==> config.mk <==
export PLATFORM = sky130hd
export DESIGN_NAME = mus_event_stream_parser
export DESIGN_NICKNAME = d
export VERILOG_FILES = /design/src/sv/mesp_pkg.sv /design/src/sv/mesp_front.sv /design/src/sv/mesp_queue.sv /design/src/sv/mesp_back.sv /design/src/sv/mus_event_stream_parser.sv
export SDC_FILE = /design/constraint.sdc
export NUM_CORES = 1
export LEC_CHECK = 0
export ABC_AREA = 1
export ABC_CLOCK_PERIOD_IN_PS = 7800
export BUFFER_PORTS_ARGS = -buffer_cell sky130_fd_sc_hd__buf_2
export CAP_MARGIN = 20
export CORE_MARGIN = 3
export CORE_UTILIZATION = 55
export DETAILED_ROUTE_END_ITERATION = 10
export PLACE_DENSITY = 0.75
export SYNTH_ARGS = -nofsm -noshare
export SYNTH_HDL_FRONTEND = slang
export SYNTH_HIERARCHICAL = 1
export SYNTH_SLANG_ARGS = --single-unit
==> constraint.sdc <==
create_clock -name clock -period 7.8 [get_ports clock]
set_input_delay 0 -clock clock [delete_from_list [all_inputs] [get_ports clock]]
set_output_delay 0 -clock clock [all_outputs]
set_load 0.01 [all_outputs]
==> src/sv/mesp_pkg.sv <==
// Shared types and codes for the MUS event stream parser.
package mesp_pkg;

   localparam int DELAY_WIDTH     = 16;
   localparam int DELAY_OUT_WIDTH = 16;
   localparam int QUEUE_DEPTH     = 2;
   localparam int QUEUE_IDX_WIDTH = $clog2(QUEUE_DEPTH);
   localparam int QUEUE_CNT_WIDTH = $clog2(QUEUE_DEPTH + 1);

   localparam logic [2:0] KIND_RELEASE    = 3'd0;
   localparam logic [2:0] KIND_PLAY       = 3'd1;
   localparam logic [2:0] KIND_PITCH_BEND = 3'd2;
   localparam logic [2:0] KIND_SYSTEM     = 3'd3;
   localparam logic [2:0] KIND_CONTROLLER = 3'd4;
   localparam logic [2:0] KIND_MEASURE    = 3'd5;
   localparam logic [2:0] KIND_FINISH     = 3'd6;
   localparam logic [2:0] KIND_UNUSED     = 3'd7;

   localparam logic [1:0] END_NONE    = 2'd0;
   localparam logic [1:0] END_RESTART = 2'd1;
   localparam logic [1:0] END_STOP    = 2'd2;

   // One parsed event, as handed from the parser to the formatter.
   typedef struct packed {
      logic [2:0]                 kind;
      logic [3:0]                 channel;
      logic [7:0]                 first_data;
      logic [7:0]                 second_data;
      logic                       has_volume;
      logic [DELAY_OUT_WIDTH-1:0] delay;
      logic [1:0]                 end_action;
   } evt_type;

endpackage

==> src/sv/mesp_front.sv <==
// Byte parser: decodes descriptors, gathers data and delay bytes, emits parsed events.
module mesp_front (
   input  logic             clock,
   input  logic             reset,
   input  logic             req_valid,
   output logic             req_ready,
   input  logic [7:0]       req_stream_byte,
   input  logic             csr_valid,
   output logic             csr_ready,
   input  logic             csr_loop_enabled,
   input  logic             q_full,
   output logic             q_push,
   output mesp_pkg::evt_type q_data
);
   import mesp_pkg::*;

   localparam logic [1:0] PH_DESC  = 2'd0;
   localparam logic [1:0] PH_DATA1 = 2'd1;
   localparam logic [1:0] PH_DATA2 = 2'd2;
   localparam logic [1:0] PH_DELAY = 2'd3;

   logic [1:0]             phase_ff, phase_in;
   logic [2:0]             kind_ff, kind_in;
   logic [3:0]             channel_ff, channel_in;
   logic                   last_ff, last_in;
   logic [7:0]             first_ff, first_in;
   logic [7:0]             second_ff, second_in;
   logic                   vol_ff, vol_in;
   logic [DELAY_WIDTH-1:0] acc_ff, acc_in;
   logic                   stopped_ff, stopped_in;
   logic                   loop_ff, loop_in;

   logic                   accept;
   logic                   work;
   logic                   emit;
   logic                   data_done;
   logic [7:0]             b;

   assign b         = req_stream_byte;
   assign req_ready = stopped_ff | ~q_full;
   assign csr_ready = 1'b1;
   assign accept    = req_valid & req_ready;
   assign work      = accept & ~stopped_ff;

   always_comb begin
      phase_in   = phase_ff;
      kind_in    = kind_ff;
      channel_in = channel_ff;
      last_in    = last_ff;
      first_in   = first_ff;
      second_in  = second_ff;
      vol_in     = vol_ff;
      acc_in     = acc_ff;
      emit       = 1'b0;
      data_done  = 1'b0;
      unique case (phase_ff)
         PH_DESC: begin
            kind_in    = b[6:4];
            channel_in = b[3:0];
            last_in    = b[7];
            first_in   = '0;
            second_in  = '0;
            vol_in     = 1'b0;
            if (b[6:4] == KIND_MEASURE || b[6:4] == KIND_FINISH) begin
               data_done = 1'b1;
            end else begin
               phase_in = PH_DATA1;
            end
         end
         PH_DATA1: begin
            first_in = b;
            if (kind_ff == KIND_CONTROLLER || (kind_ff == KIND_PLAY && b[7])) begin
               vol_in   = (kind_ff == KIND_PLAY);
               phase_in = PH_DATA2;
            end else begin
               data_done = 1'b1;
            end
         end
         PH_DATA2: begin
            second_in = b;
            data_done = 1'b1;
         end
         PH_DELAY: begin
            acc_in = DELAY_WIDTH'({acc_ff, b[6:0]});
            if (!b[7]) begin
               emit = 1'b1;
            end
         end
         default: begin
            phase_in = PH_DESC;
         end
      endcase
      if (data_done) begin
         acc_in = '0;
         if (last_in) begin
            phase_in = PH_DELAY;
         end else begin
            emit = 1'b1;
         end
      end
      if (emit) begin
         phase_in = PH_DESC;
      end
   end

   always_comb begin
      q_data.kind        = kind_in;
      q_data.channel     = channel_in;
      q_data.first_data  = first_in;
      q_data.second_data = second_in;
      q_data.has_volume  = vol_in;
      q_data.delay       = last_in ? acc_in[DELAY_OUT_WIDTH-1:0] : '0;
      if (kind_in == KIND_FINISH) begin
         q_data.end_action = loop_ff ? END_RESTART : END_STOP;
      end else begin
         q_data.end_action = END_NONE;
      end
   end

   assign q_push     = work & emit;
   assign stopped_in = stopped_ff | (q_push & kind_in == KIND_FINISH & ~loop_ff);
   assign loop_in    = (csr_valid & csr_ready) ? csr_loop_enabled : loop_ff;

   always_ff @(posedge clock) begin
      if (reset) begin
         phase_ff   <= PH_DESC;
         kind_ff    <= '0;
         channel_ff <= '0;
         last_ff    <= 1'b0;
         first_ff   <= '0;
         second_ff  <= '0;
         vol_ff     <= 1'b0;
         acc_ff     <= '0;
         stopped_ff <= 1'b0;
         loop_ff    <= 1'b0;
      end else begin
         loop_ff <= loop_in;
         if (work) begin
            phase_ff   <= phase_in;
            kind_ff    <= kind_in;
            channel_ff <= channel_in;
            last_ff    <= last_in;
            first_ff   <= first_in;
            second_ff  <= second_in;
            vol_ff     <= vol_in;
            acc_ff     <= acc_in;
            stopped_ff <= stopped_in;
         end
      end
   end

endmodule

==> src/sv/mesp_queue.sv <==
// Short event queue between the parser and the formatter.
module mesp_queue (
   input  logic              clock,
   input  logic              reset,
   input  logic              push,
   input  mesp_pkg::evt_type push_data,
   input  logic              pop,
   output logic              full,
   output logic              empty,
   output mesp_pkg::evt_type pop_data
);
   import mesp_pkg::*;

   evt_type                     entry_ff [QUEUE_DEPTH];
   logic [QUEUE_IDX_WIDTH-1:0]  wr_ptr_ff, wr_ptr_in;
   logic [QUEUE_IDX_WIDTH-1:0]  rd_ptr_ff, rd_ptr_in;
   logic [QUEUE_CNT_WIDTH-1:0]  count_ff, count_in;
   logic                        do_push;
   logic                        do_pop;

   assign full     = (count_ff == QUEUE_CNT_WIDTH'(QUEUE_DEPTH));
   assign empty    = (count_ff == '0);
   assign do_push  = push & ~full;
   assign do_pop   = pop & ~empty;
   assign pop_data = entry_ff[rd_ptr_ff];

   always_comb begin
      wr_ptr_in = wr_ptr_ff;
      rd_ptr_in = rd_ptr_ff;
      count_in  = count_ff;
      if (do_push) begin
         wr_ptr_in = (wr_ptr_ff == QUEUE_IDX_WIDTH'(QUEUE_DEPTH - 1)) ? '0 : wr_ptr_ff + 1'b1;
      end
      if (do_pop) begin
         rd_ptr_in = (rd_ptr_ff == QUEUE_IDX_WIDTH'(QUEUE_DEPTH - 1)) ? '0 : rd_ptr_ff + 1'b1;
      end
      if (do_push && !do_pop) begin
         count_in = count_ff + 1'b1;
      end else if (do_pop && !do_push) begin
         count_in = count_ff - 1'b1;
      end
   end

   always_ff @(posedge clock) begin
      if (reset) begin
         wr_ptr_ff <= '0;
         rd_ptr_ff <= '0;
         count_ff  <= '0;
      end else begin
         wr_ptr_ff <= wr_ptr_in;
         rd_ptr_ff <= rd_ptr_in;
         count_ff  <= count_in;
      end
   end

   always_ff @(posedge clock) begin
      if (do_push) begin
         entry_ff[wr_ptr_ff] <= push_data;
      end
   end

endmodule

==> src/sv/mesp_back.sv <==
// Formatter: maps a parsed event onto the result fields and holds the output word.
module mesp_back (
   input  logic              clock,
   input  logic              reset,
   input  logic              q_empty,
   input  mesp_pkg::evt_type q_data,
   output logic              q_pop,
   output logic              rsp_valid,
   input  logic              rsp_ready,
   output logic [2:0]        rsp_event_kind,
   output logic [3:0]        rsp_channel,
   output logic [6:0]        rsp_note_key,
   output logic              rsp_has_volume,
   output logic [6:0]        rsp_note_volume,
   output logic [6:0]        rsp_controller_number,
   output logic [7:0]        rsp_event_value,
   output logic [15:0]       rsp_delay_ticks,
   output logic [1:0]        rsp_song_end_action
);
   import mesp_pkg::*;

   logic        valid_ff, valid_in;
   logic [2:0]  kind_ff, kind_in;
   logic [3:0]  channel_ff, channel_in;
   logic [6:0]  key_ff, key_in;
   logic        has_vol_ff, has_vol_in;
   logic [6:0]  vol_ff, vol_in;
   logic [6:0]  ctrl_ff, ctrl_in;
   logic [7:0]  value_ff, value_in;
   logic [15:0] delay_ff, delay_in;
   logic [1:0]  action_ff, action_in;

   assign q_pop = ~q_empty & (~valid_ff | rsp_ready);

   always_comb begin
      kind_in    = q_data.kind;
      channel_in = q_data.channel;
      key_in     = '0;
      has_vol_in = 1'b0;
      vol_in     = '0;
      ctrl_in    = '0;
      value_in   = '0;
      delay_in   = q_data.delay;
      action_in  = q_data.end_action;
      unique case (q_data.kind)
         KIND_RELEASE: begin
            key_in = q_data.first_data[6:0];
         end
         KIND_PLAY: begin
            key_in     = q_data.first_data[6:0];
            has_vol_in = q_data.has_volume;
            vol_in     = q_data.has_volume ? q_data.second_data[6:0] : '0;
         end
         KIND_PITCH_BEND: begin
            value_in = q_data.first_data;
         end
         KIND_SYSTEM: begin
            ctrl_in = q_data.first_data[6:0];
         end
         KIND_CONTROLLER: begin
            ctrl_in  = q_data.first_data[6:0];
            value_in = {1'b0, q_data.second_data[6:0]};
         end
         KIND_MEASURE, KIND_FINISH, KIND_UNUSED: begin
         end
      endcase
      if (q_pop) begin
         valid_in = 1'b1;
      end else if (rsp_ready) begin
         valid_in = 1'b0;
      end else begin
         valid_in = valid_ff;
      end
   end

   always_ff @(posedge clock) begin
      if (reset) begin
         valid_ff <= 1'b0;
      end else begin
         valid_ff <= valid_in;
      end
   end

   always_ff @(posedge clock) begin
      if (q_pop) begin
         kind_ff    <= kind_in;
         channel_ff <= channel_in;
         key_ff     <= key_in;
         has_vol_ff <= has_vol_in;
         vol_ff     <= vol_in;
         ctrl_ff    <= ctrl_in;
         value_ff   <= value_in;
         delay_ff   <= delay_in;
         action_ff  <= action_in;
      end
   end

   assign rsp_valid             = valid_ff;
   assign rsp_event_kind        = kind_ff;
   assign rsp_channel           = channel_ff;
   assign rsp_note_key          = key_ff;
   assign rsp_has_volume        = has_vol_ff;
   assign rsp_note_volume       = vol_ff;
   assign rsp_controller_number = ctrl_ff;
   assign rsp_event_value       = value_ff;
   assign rsp_delay_ticks       = delay_ff;
   assign rsp_song_end_action   = action_ff;

endmodule

==> src/sv/mus_event_stream_parser.sv <==
// An event's final byte reaches the result word through the event queue and the output
// register: the parser pushes into the queue at the accepting edge, and the formatter loads
// the output register when it pops the entry, which waits while a held word is not taken.
// Throughput: one stream byte per cycle; the parser only stalls when the 2-entry queue is full.
// After a finish event that reports stop, bytes are taken and dropped until reset.
// Synchronous reset clears the parse state, the queue, the output valid and loop_enabled.
module mus_event_stream_parser (
   input  logic        clock,
   input  logic        reset,
   input  logic        req_valid,
   output logic        req_ready,
   input  logic [7:0]  req_stream_byte,
   input  logic        csr_valid,
   output logic        csr_ready,
   input  logic        csr_loop_enabled,
   output logic        rsp_valid,
   input  logic        rsp_ready,
   output logic [2:0]  rsp_event_kind,
   output logic [3:0]  rsp_channel,
   output logic [6:0]  rsp_note_key,
   output logic        rsp_has_volume,
   output logic [6:0]  rsp_note_volume,
   output logic [6:0]  rsp_controller_number,
   output logic [7:0]  rsp_event_value,
   output logic [15:0] rsp_delay_ticks,
   output logic [1:0]  rsp_song_end_action
);
   import mesp_pkg::*;

   logic    q_push;
   logic    q_pop;
   logic    q_full;
   logic    q_empty;
   evt_type q_in;
   evt_type q_out;

   mesp_front u_front (
      .clock            (clock),
      .reset            (reset),
      .req_valid        (req_valid),
      .req_ready        (req_ready),
      .req_stream_byte  (req_stream_byte),
      .csr_valid        (csr_valid),
      .csr_ready        (csr_ready),
      .csr_loop_enabled (csr_loop_enabled),
      .q_full           (q_full),
      .q_push           (q_push),
      .q_data           (q_in)
   );

   mesp_queue u_queue (
      .clock     (clock),
      .reset     (reset),
      .push      (q_push),
      .push_data (q_in),
      .pop       (q_pop),
      .full      (q_full),
      .empty     (q_empty),
      .pop_data  (q_out)
   );

   mesp_back u_back (
      .clock                 (clock),
      .reset                 (reset),
      .q_empty               (q_empty),
      .q_data                (q_out),
      .q_pop                 (q_pop),
      .rsp_valid             (rsp_valid),
      .rsp_ready             (rsp_ready),
      .rsp_event_kind        (rsp_event_kind),
      .rsp_channel           (rsp_channel),
      .rsp_note_key          (rsp_note_key),
      .rsp_has_volume        (rsp_has_volume),
      .rsp_note_volume       (rsp_note_volume),
      .rsp_controller_number (rsp_controller_number),
      .rsp_event_value       (rsp_event_value),
      .rsp_delay_ticks       (rsp_delay_ticks),
      .rsp_song_end_action   (rsp_song_end_action)
   );

endmodule

==> flow_metrics.py, run 1 <==
metrics = {
    "global_route": {
        "grt_antenna_before_repair": 0,
        "grt_pass1_vias": 4649,
        "grt.total_usage": 0.189,
        "grt_overflow": 0,
        "grt_max_degree": 57,
        "grt_pass1_wl_mm": 23.6,
    },
    "drt": {
        "firstDrtPassIters": 5,
        "ant_nets": 0,
        "wl_per_cell_um": 16.3,
        "num_vias": 4801,
        "drt-total-wl_mm": 14.4,
        "dr.first_iter.drc_count": 480,
        "drc": 0,
        "routed_via_density": 5.44,
    },
    "cells_and_area": {
        "layout.nets": 709,
        "final_area_mm2": 0.00886,
        "areaGrowthSynthToFinish_pct": 13.3,
        "antenna_cells": 0,
        "post-route-util": 0.654,
        "drive_gt1_frac": 0.269,
    },
    "sta": {
        "setup_tns_ns": 0,
        "max_slew.worst_pin.slew_ns": 0.841,
        "slew_violations": 0,
        "hold_ws_ns": 0.0383,
        "fin_crit_sh": 0.453,
        "fin_skew_ns": 0.0103,
        "rsz0062_at_grt": "false",
        "period_needed_ns": 3.54,
        "fmax_mhz": 283,
        "finalSetupViolations": 0,
        "hold_viol": 0,
        "relSlewSlack": 0.438,
    },
    "clocking": {
        "cts_tree": "yes",
        "clockBufferDepth": 2,
        "clkSinkCount": 187,
        "cts_made_buffers": 17,
        "htreeDepth": 4,
        "cts_resized": 0,
        "clk_pin_slew_worst_paths_ns": 0.06,
        "cts-root-buf": "clkbuf_16",
        "clkLatencyLatePin_ns": 0.42,
        "cts_setup_buffers": 0,
    },
    "logic_synthesis": {
        "syn_avg_cell_area_um2": 12.6,
        "syn_area_mm2": 0.00783,
        "yosys_warnings": 6,
        "netlist_instances": 620,
        "syn_nets": 635,
    },
    "floorplanning": {
        "core_mm2": 0.0136,
        "die_h_um": 125,
        "rows": 42,
        "dieArea_mm2": 0.0157,
        "io_pins": 72,
        "initial_core_util": 0.577,
        "die_x_um": 125,
    },
    "worst_setup_path": {
        "crit_family": "simple AND/OR/NAND/NOR gates",
        "r2r_start": "u_queue/count_ff[0]$_SDFFE_PP0P_",
        "path_buf_inv": 2,
        "crit_chain": "nor2_1, nand2_1, nand2_1, nor2_4, inv_2, a21oi_2, o21ai_2, nor2_4, buf_4",
        "worst-path-max-fanout": 44,
        "startpoint_type": "flip-flop",
        "slowest_delay_ns": 0.61,
        "worstPathRequired_ns": 7.87,
        "crit_start": "u_queue/count_ff[0]$_SDFFE_PP0P_",
        "endpoint_kind": "flip-flop",
        "cpMaxStageDelayCell": "nor2_4",
        "crit_type": "reg -> reg",
        "arrival_ns": 3.60,
    },
    "placed_design": {
        "portBuffers": 70,
        "placed_area_mm2": 0.00821,
        "hpwl_mm": 9.35,
        "gp_congestion": 0.833,
    },
    "pwr": {
        "ir_drop_uv": 312,
        "leakage_uw": 0.00339,
        "cellPowerDensity_mw_per_mm2": 327,
    },
    "outcome": {
        "status": "complete, no violations",
    },
    "worst_hold_path": {
        "holdCritPathClass": "in -> reg",
        "min_from": "req_stream_byte[7]",
    },
    "job": {
        "cap_violations": 0,
    },
}
-- metal layers --
layer  up-vias  track usage  wire length (µm)  part of all wire
met5         -            0                 0                 0
met4         0       0.0746               246             0.017
met3        26       0.0520               800             0.056
met2       181        0.303              6910              0.48
met1      2286        0.247              6400              0.45
li1       2308            -                 -                 -
-- state kept, by name (all words and copies together), names as in the netlist, 2 cells and up, named ones only --
| signal | cells |
|---|---|
| u_queue/entry_ff | 82 |
| u_back/rsp_delay_ticks | 16 |
| u_front/acc_ff | 16 |
| u_back/rsp_event_value | 8 |
| u_front/first_ff | 8 |
| u_back/rsp_controller_number | 7 |
| u_back/rsp_note_key | 7 |
| u_back/rsp_note_volume | 7 |
| u_front/second_ff | 7 |
| u_back/rsp_channel | 4 |
| u_front/channel_ff | 4 |
| u_back/rsp_event_kind | 3 |
| u_front/kind_ff | 3 |
| u_back/rsp_song_end_action | 2 |
| u_front/phase_ff | 2 |
| u_queue/count_ff | 2 |
-- final cells by class --
class                   instances  area (µm²)
fillers                      1020        4690
well taps                     176         220
inverters                      71         267
multi-input cells             335        2230
repair buffers                 82         460
flip-flops and latches        187        5120
clock inverters                10        87.6
clock buffers                  22         485
-- timing repair --
action | in CTS | in global routing
hold buffers | 8 | 0
endpoints found under the hold margin | 11 | 0
setup endpoints to repair | 0 | 0
-- per-stage QoR --
| step | worst slack (ns) | total power [µW] | instances |
|---|---|---|---|
| 6_report | 4.26 | 2900 | 883 |
| 5_1_grt | 3.99 | 3050 | 883 |
| 4_1_cts | 4.32 | 2920 | 883 |
| 3_5_place_dp | 4.33 | 2100 | 843 |
| 3_3_place_gp | 4.45 | 2060 | 843 |
| 2_1_floorplan | 3.59 | 1930 | 620 |
-- report_power, final --
part           total (µW)  switching [µW]  internal [µW]
clock                 820             345            474
combinational         708             469            239
sequential           1380            59.5           1320
-- worst reg2reg max path, cell delays in order, from the launching register on --
cell and delay, ns:
dfxtp_1 0.46, nor2_1 0.09, nand2_1 0.09, nand2_1 0.08, nor2_4 0.61, inv_2 0.57
a21oi_2 0.34, o21ai_2 0.16, nor2_4 0.31, buf_4 0.47
-- path summary, 6_finish.rpt --
kind,endpoint,slack [ns],cells after the start
setup / recovery,u_queue/entry_ff[0][8]$_DFFE_PP_,4.26,9
hold reg to reg,u_front/channel_ff[3]$_SDFFE_PP0P_,0.47,2
setup reg to reg,u_queue/entry_ff[0][8]$_DFFE_PP_,4.26,9
hold / removal,u_front/phase_ff[0]$_SDFFE_PP0P_,0.04,5
-- cell usage in the layout, fill, tap and decap left out, types with 2 or more instances in the layout --
| master | count |
|---|---|
| a211oi_1 | 5 |
| a211oi_2 | 15 |
| a21oi_1 | 39 |
| a21oi_2 | 2 |
| buf_2 | 70 |
| buf_4 | 4 |
| clkbuf_1 | 2 |
| clkbuf_16 | 18 |
| clkbuf_8 | 2 |
| clkinv_1 | 2 |
| clkinv_2 | 5 |
| clkinvlp_4 | 2 |
| dfxtp_1 | 49 |
| dlygate4sd3_1 | 8 |
| edfxtp_1 | 137 |
| inv_1 | 64 |
| inv_2 | 5 |
| mux2_2 | 2 |
| mux2_4 | 39 |
| nand2_1 | 69 |
| nand2_2 | 3 |
| nand2_4 | 3 |
| nand3_1 | 12 |
| nand3_2 | 3 |
| nand4_1 | 2 |
| nor2_1 | 59 |
| nor2_4 | 6 |
| o21ai_0 | 46 |
| o21ai_1 | 2 |
| o21ai_2 | 3 |
| o22ai_1 | 15 |
(Power assumes the default switching activity.)
==> inputs of run 2 (changes only) <==
ABC_AREA = 0   (was 1)
ABC_CLOCK_PERIOD_IN_PS = 2900   (was 7800)
CORE_UTILIZATION = 53   (was 55)
clock period = 2.9 ns   (was 7.8 ns; I/O delays follow)
==> run 2 against run 1 <==
Compared with the run above:
- hold slack gained 0.0067 ns
- non-clock buffer count increased by 11
- clock power rose to 2.9 times the previous value
- critical endpoint is now u_queue/entry_ff[0][22]$_DFFE_PP_
- register-to-register slack worse by 4.0 ns
- critical path depth shrank 3
- synthesized area down 4.1%
==> flow_metrics.py, run 2 <==
metrics = {
    "global_route": {
        "grt_pass1_vias": 4296,
        "grt_antenna_before_repair": 0,
        "grt.total_usage": 0.183,
        "grt_overflow": 0,
        "met3_usage": 0.0537,
        "met2_usage": 0.278,
        "use_met1": 0.258,
        "grt_pass1_wl_mm": 22.5,
        "grt_max_degree": 56,
        "grt.busiest_layer": "met2",
    },
    "pwr": {
        "p_comb_frac": 0.247,
        "cellPowerDensity_mw_per_mm2": 951,
        "p_int_uw": 5900,
        "switching_share": 0.289,
        "leakage_uw": 0.00321,
        "p_sw_uw": 2400,
        "ir_drop_uv": 923,
        "pwr-share-clk": 0.283,
        "p_seq_frac": 0.470,
    },
    "placed_design": {
        "gp_congestion": 0.803,
        "hpwl_mm": 9.02,
        "portBuffers": 70,
        "placed_area_mm2": 0.00799,
    },
    "cells_and_area": {
        "layout_commonest_cell": "edfxtp_1",
        "layout_common_cells": "edfxtp_1, buf_2, nand2_1, dfxtp_1, mux2_2",
        "final_area_mm2": 0.00872,
        "fillers": 989,
        "layout.nets": 628,
        "antenna_cells": 0,
        "largest_register_ffs": 82,
        "largest-register": "u_queue/entry_ff",
        "drive_gt1_frac": 0.281,
        "multi_input_area_mm2": 0.00219,
        "areaGrowthSynthToFinish_pct": 16.3,
        "ff_latch_area_mm2": 0.00512,
    },
    "floorplanning": {
        "die_x_um": 125,
        "die_h_um": 125,
        "initial_core_util": 0.553,
        "dieArea_mm2": 0.0156,
        "core_mm2": 0.0136,
        "io_pins": 72,
        "rows": 42,
    },
    "clocking": {
        "clockBufferDepth": 2,
        "htreeDepth": 4,
        "clkSinkCount": 187,
        "cts_resized": 0,
        "postCtsHoldBufs": 11,
        "cts_setup_buffers": 0,
        "cts-root-buf": "clkbuf_16",
        "clk_pin_slew_worst_paths_ns": 0.06,
        "cts_tree": "yes",
        "clkLatencyLatePin_ns": 0.42,
        "cts_made_buffers": 17,
    },
    "sta": {
        "rsz0062_at_grt": "false",
        "hold_viol": 0,
        "finalSetupViolations": 0,
        "setup_tns_ns": 0,
        "max_slew.worst_pin.slew_ns": 0.734,
        "relSlewSlack": 0.511,
        "period_needed_ns": 2.59,
        "slew_violations": 0,
        "fin_crit_sh": 0.893,
        "fmax_mhz": 386,
        "fin_skew_ns": 0.00800,
    },
    "drt": {
        "drt-total-wl_mm": 13.7,
        "ant_nets": 0,
        "firstDrtPassIters": 5,
        "wl_per_cell_um": 17.1,
        "routed_via_density": 5.54,
        "num_vias": 4446,
        "drc": 0,
        "dr.first_iter.drc_count": 531,
    },
    "worst_setup_path": {
        "rr_worst_depth": 6,
        "slowest_delay_ns": 0.72,
        "r2r-end": "u_queue/entry_ff[0][22]$_DFFE_PP_",
        "startpoint_type": "flip-flop",
        "crit_chain": "a31oi_1, a211oi_2, inv_1, or3_1, clkinvlp_4, buf_4",
        "worstPathRequired_ns": 2.98,
        "cpMaxStageDelayCell": "dfxtp_1",
        "worst-path-max-fanout": 24,
        "endpoint_kind": "flip-flop",
        "crit_type": "reg -> reg",
        "reg2reg_slack_ns": 0.31,
        "crit_family": "flip-flops",
        "path_buf_inv": 3,
        "arrival_ns": 2.67,
        "r2r_start": "u_front/phase_ff[0]$_SDFFE_PP0P_",
        "path_depth": 6,
    },
    "job": {
        "cap_violations": 0,
    },
    "worst_hold_path": {
        "min_path_cells": 4,
        "hold_end": "u_front/phase_ff[0]$_SDFFE_PP0P_",
        "min_from": "req_valid",
        "holdCritPathClass": "in -> reg",
    },
    "logic_synthesis": {
        "syn_nets": 548,
        "syn_avg_cell_area_um2": 14.1,
        "netlist_instances": 533,
        "yosys_warnings": 6,
        "syn_area_mm2": 0.00750,
    },
    "outcome": {
        "status": "complete, no violations",
    },
}
[run 2: power by group through the flow]
stage          Combinational [µW]  Clock, µW  Sequential [µW]
3_3_place_gp                 2020          0             3940
4_1_cts                      2090       2380             3910
6_report                     2050       2350             3900
3_5_place_dp                 2060          0             3960
5_1_grt                      2270       2500             3970
2_1_floorplan                1200          0             4120
[run 2: worst max-delay path by stage]
stage / from / end / slack, ns
final: u_front/phase_ff[0]$_SDFFE_PP0P_ / u_queue/entry_ff[0][22]$_DFFE_PP_ / 0.31
after global routing: u_front/phase_ff[1]$_SDFFE_PP0P_ / u_queue/entry_ff[0][13]$_DFFE_PP_ / 0.12
after CTS: u_front/phase_ff[1]$_SDFFE_PP0P_ / u_queue/entry_ff[0][13]$_DFFE_PP_ / 0.34
after detailed placement: u_front/phase_ff[1]$_SDFFE_PP0P_ / u_queue/entry_ff[0][7]$_DFFE_PP_ / 0.35
after global placement: u_front/phase_ff[1]$_SDFFE_PP0P_ / u_queue/entry_ff[0][7]$_DFFE_PP_ / 0.41
after floorplan: u_front/phase_ff[0]$_SDFFE_PP0P_ / u_queue/entry_ff[1][0]$_DFFE_PP_ / 0.02
[run 2: worst reg2reg max path: stages (launching register included)]
cell and delay, ns:
dfxtp_1 0.72, a31oi_1 0.20, a211oi_2 0.37, inv_1 0.12
or3_1 0.42, clkinvlp_4 0.10, buf_4 0.31
[run 2: cell type report]
class / instances / share of cell area
Inverter: 7 / 0.00344
Clock inverter: 9 / 0.0123
Multi-Input combinational cell: 307 / 0.251
Sequential cell: 187 / 0.587
Timing Repair Buffer: 93 / 0.0631
Tap cell: 176 / 0.0252
Clock buffer: 23 / 0.0585
[run 2: routing by layer]
layer  part of all wire  up-vias  wire length, µm
met5                  0        -                0
met4              0.013        0              184
met3              0.054       13              737
met2               0.47      140             6490
met1               0.46     2165             6320
li1                   -     2128                -
[run 2: metrics by stage]
step | std cells | setup WS [ns] | hold slack, ns | utilization | power, µW
2_1_floorplan | 533 | 0.0202 | 0.0691 | - | 5330
3_3_place_gp | 759 | 0.414 | 0.285 | 0.590 | 5950
3_5_place_dp | 759 | 0.349 | 0.292 | 0.590 | 6020
4_1_cts | 802 | 0.337 | 0.0322 | 0.643 | 8370
5_1_grt | 802 | 0.125 | 0.0663 | 0.643 | 8740
6_report | 802 | 0.309 | 0.0450 | 0.643 | 8300
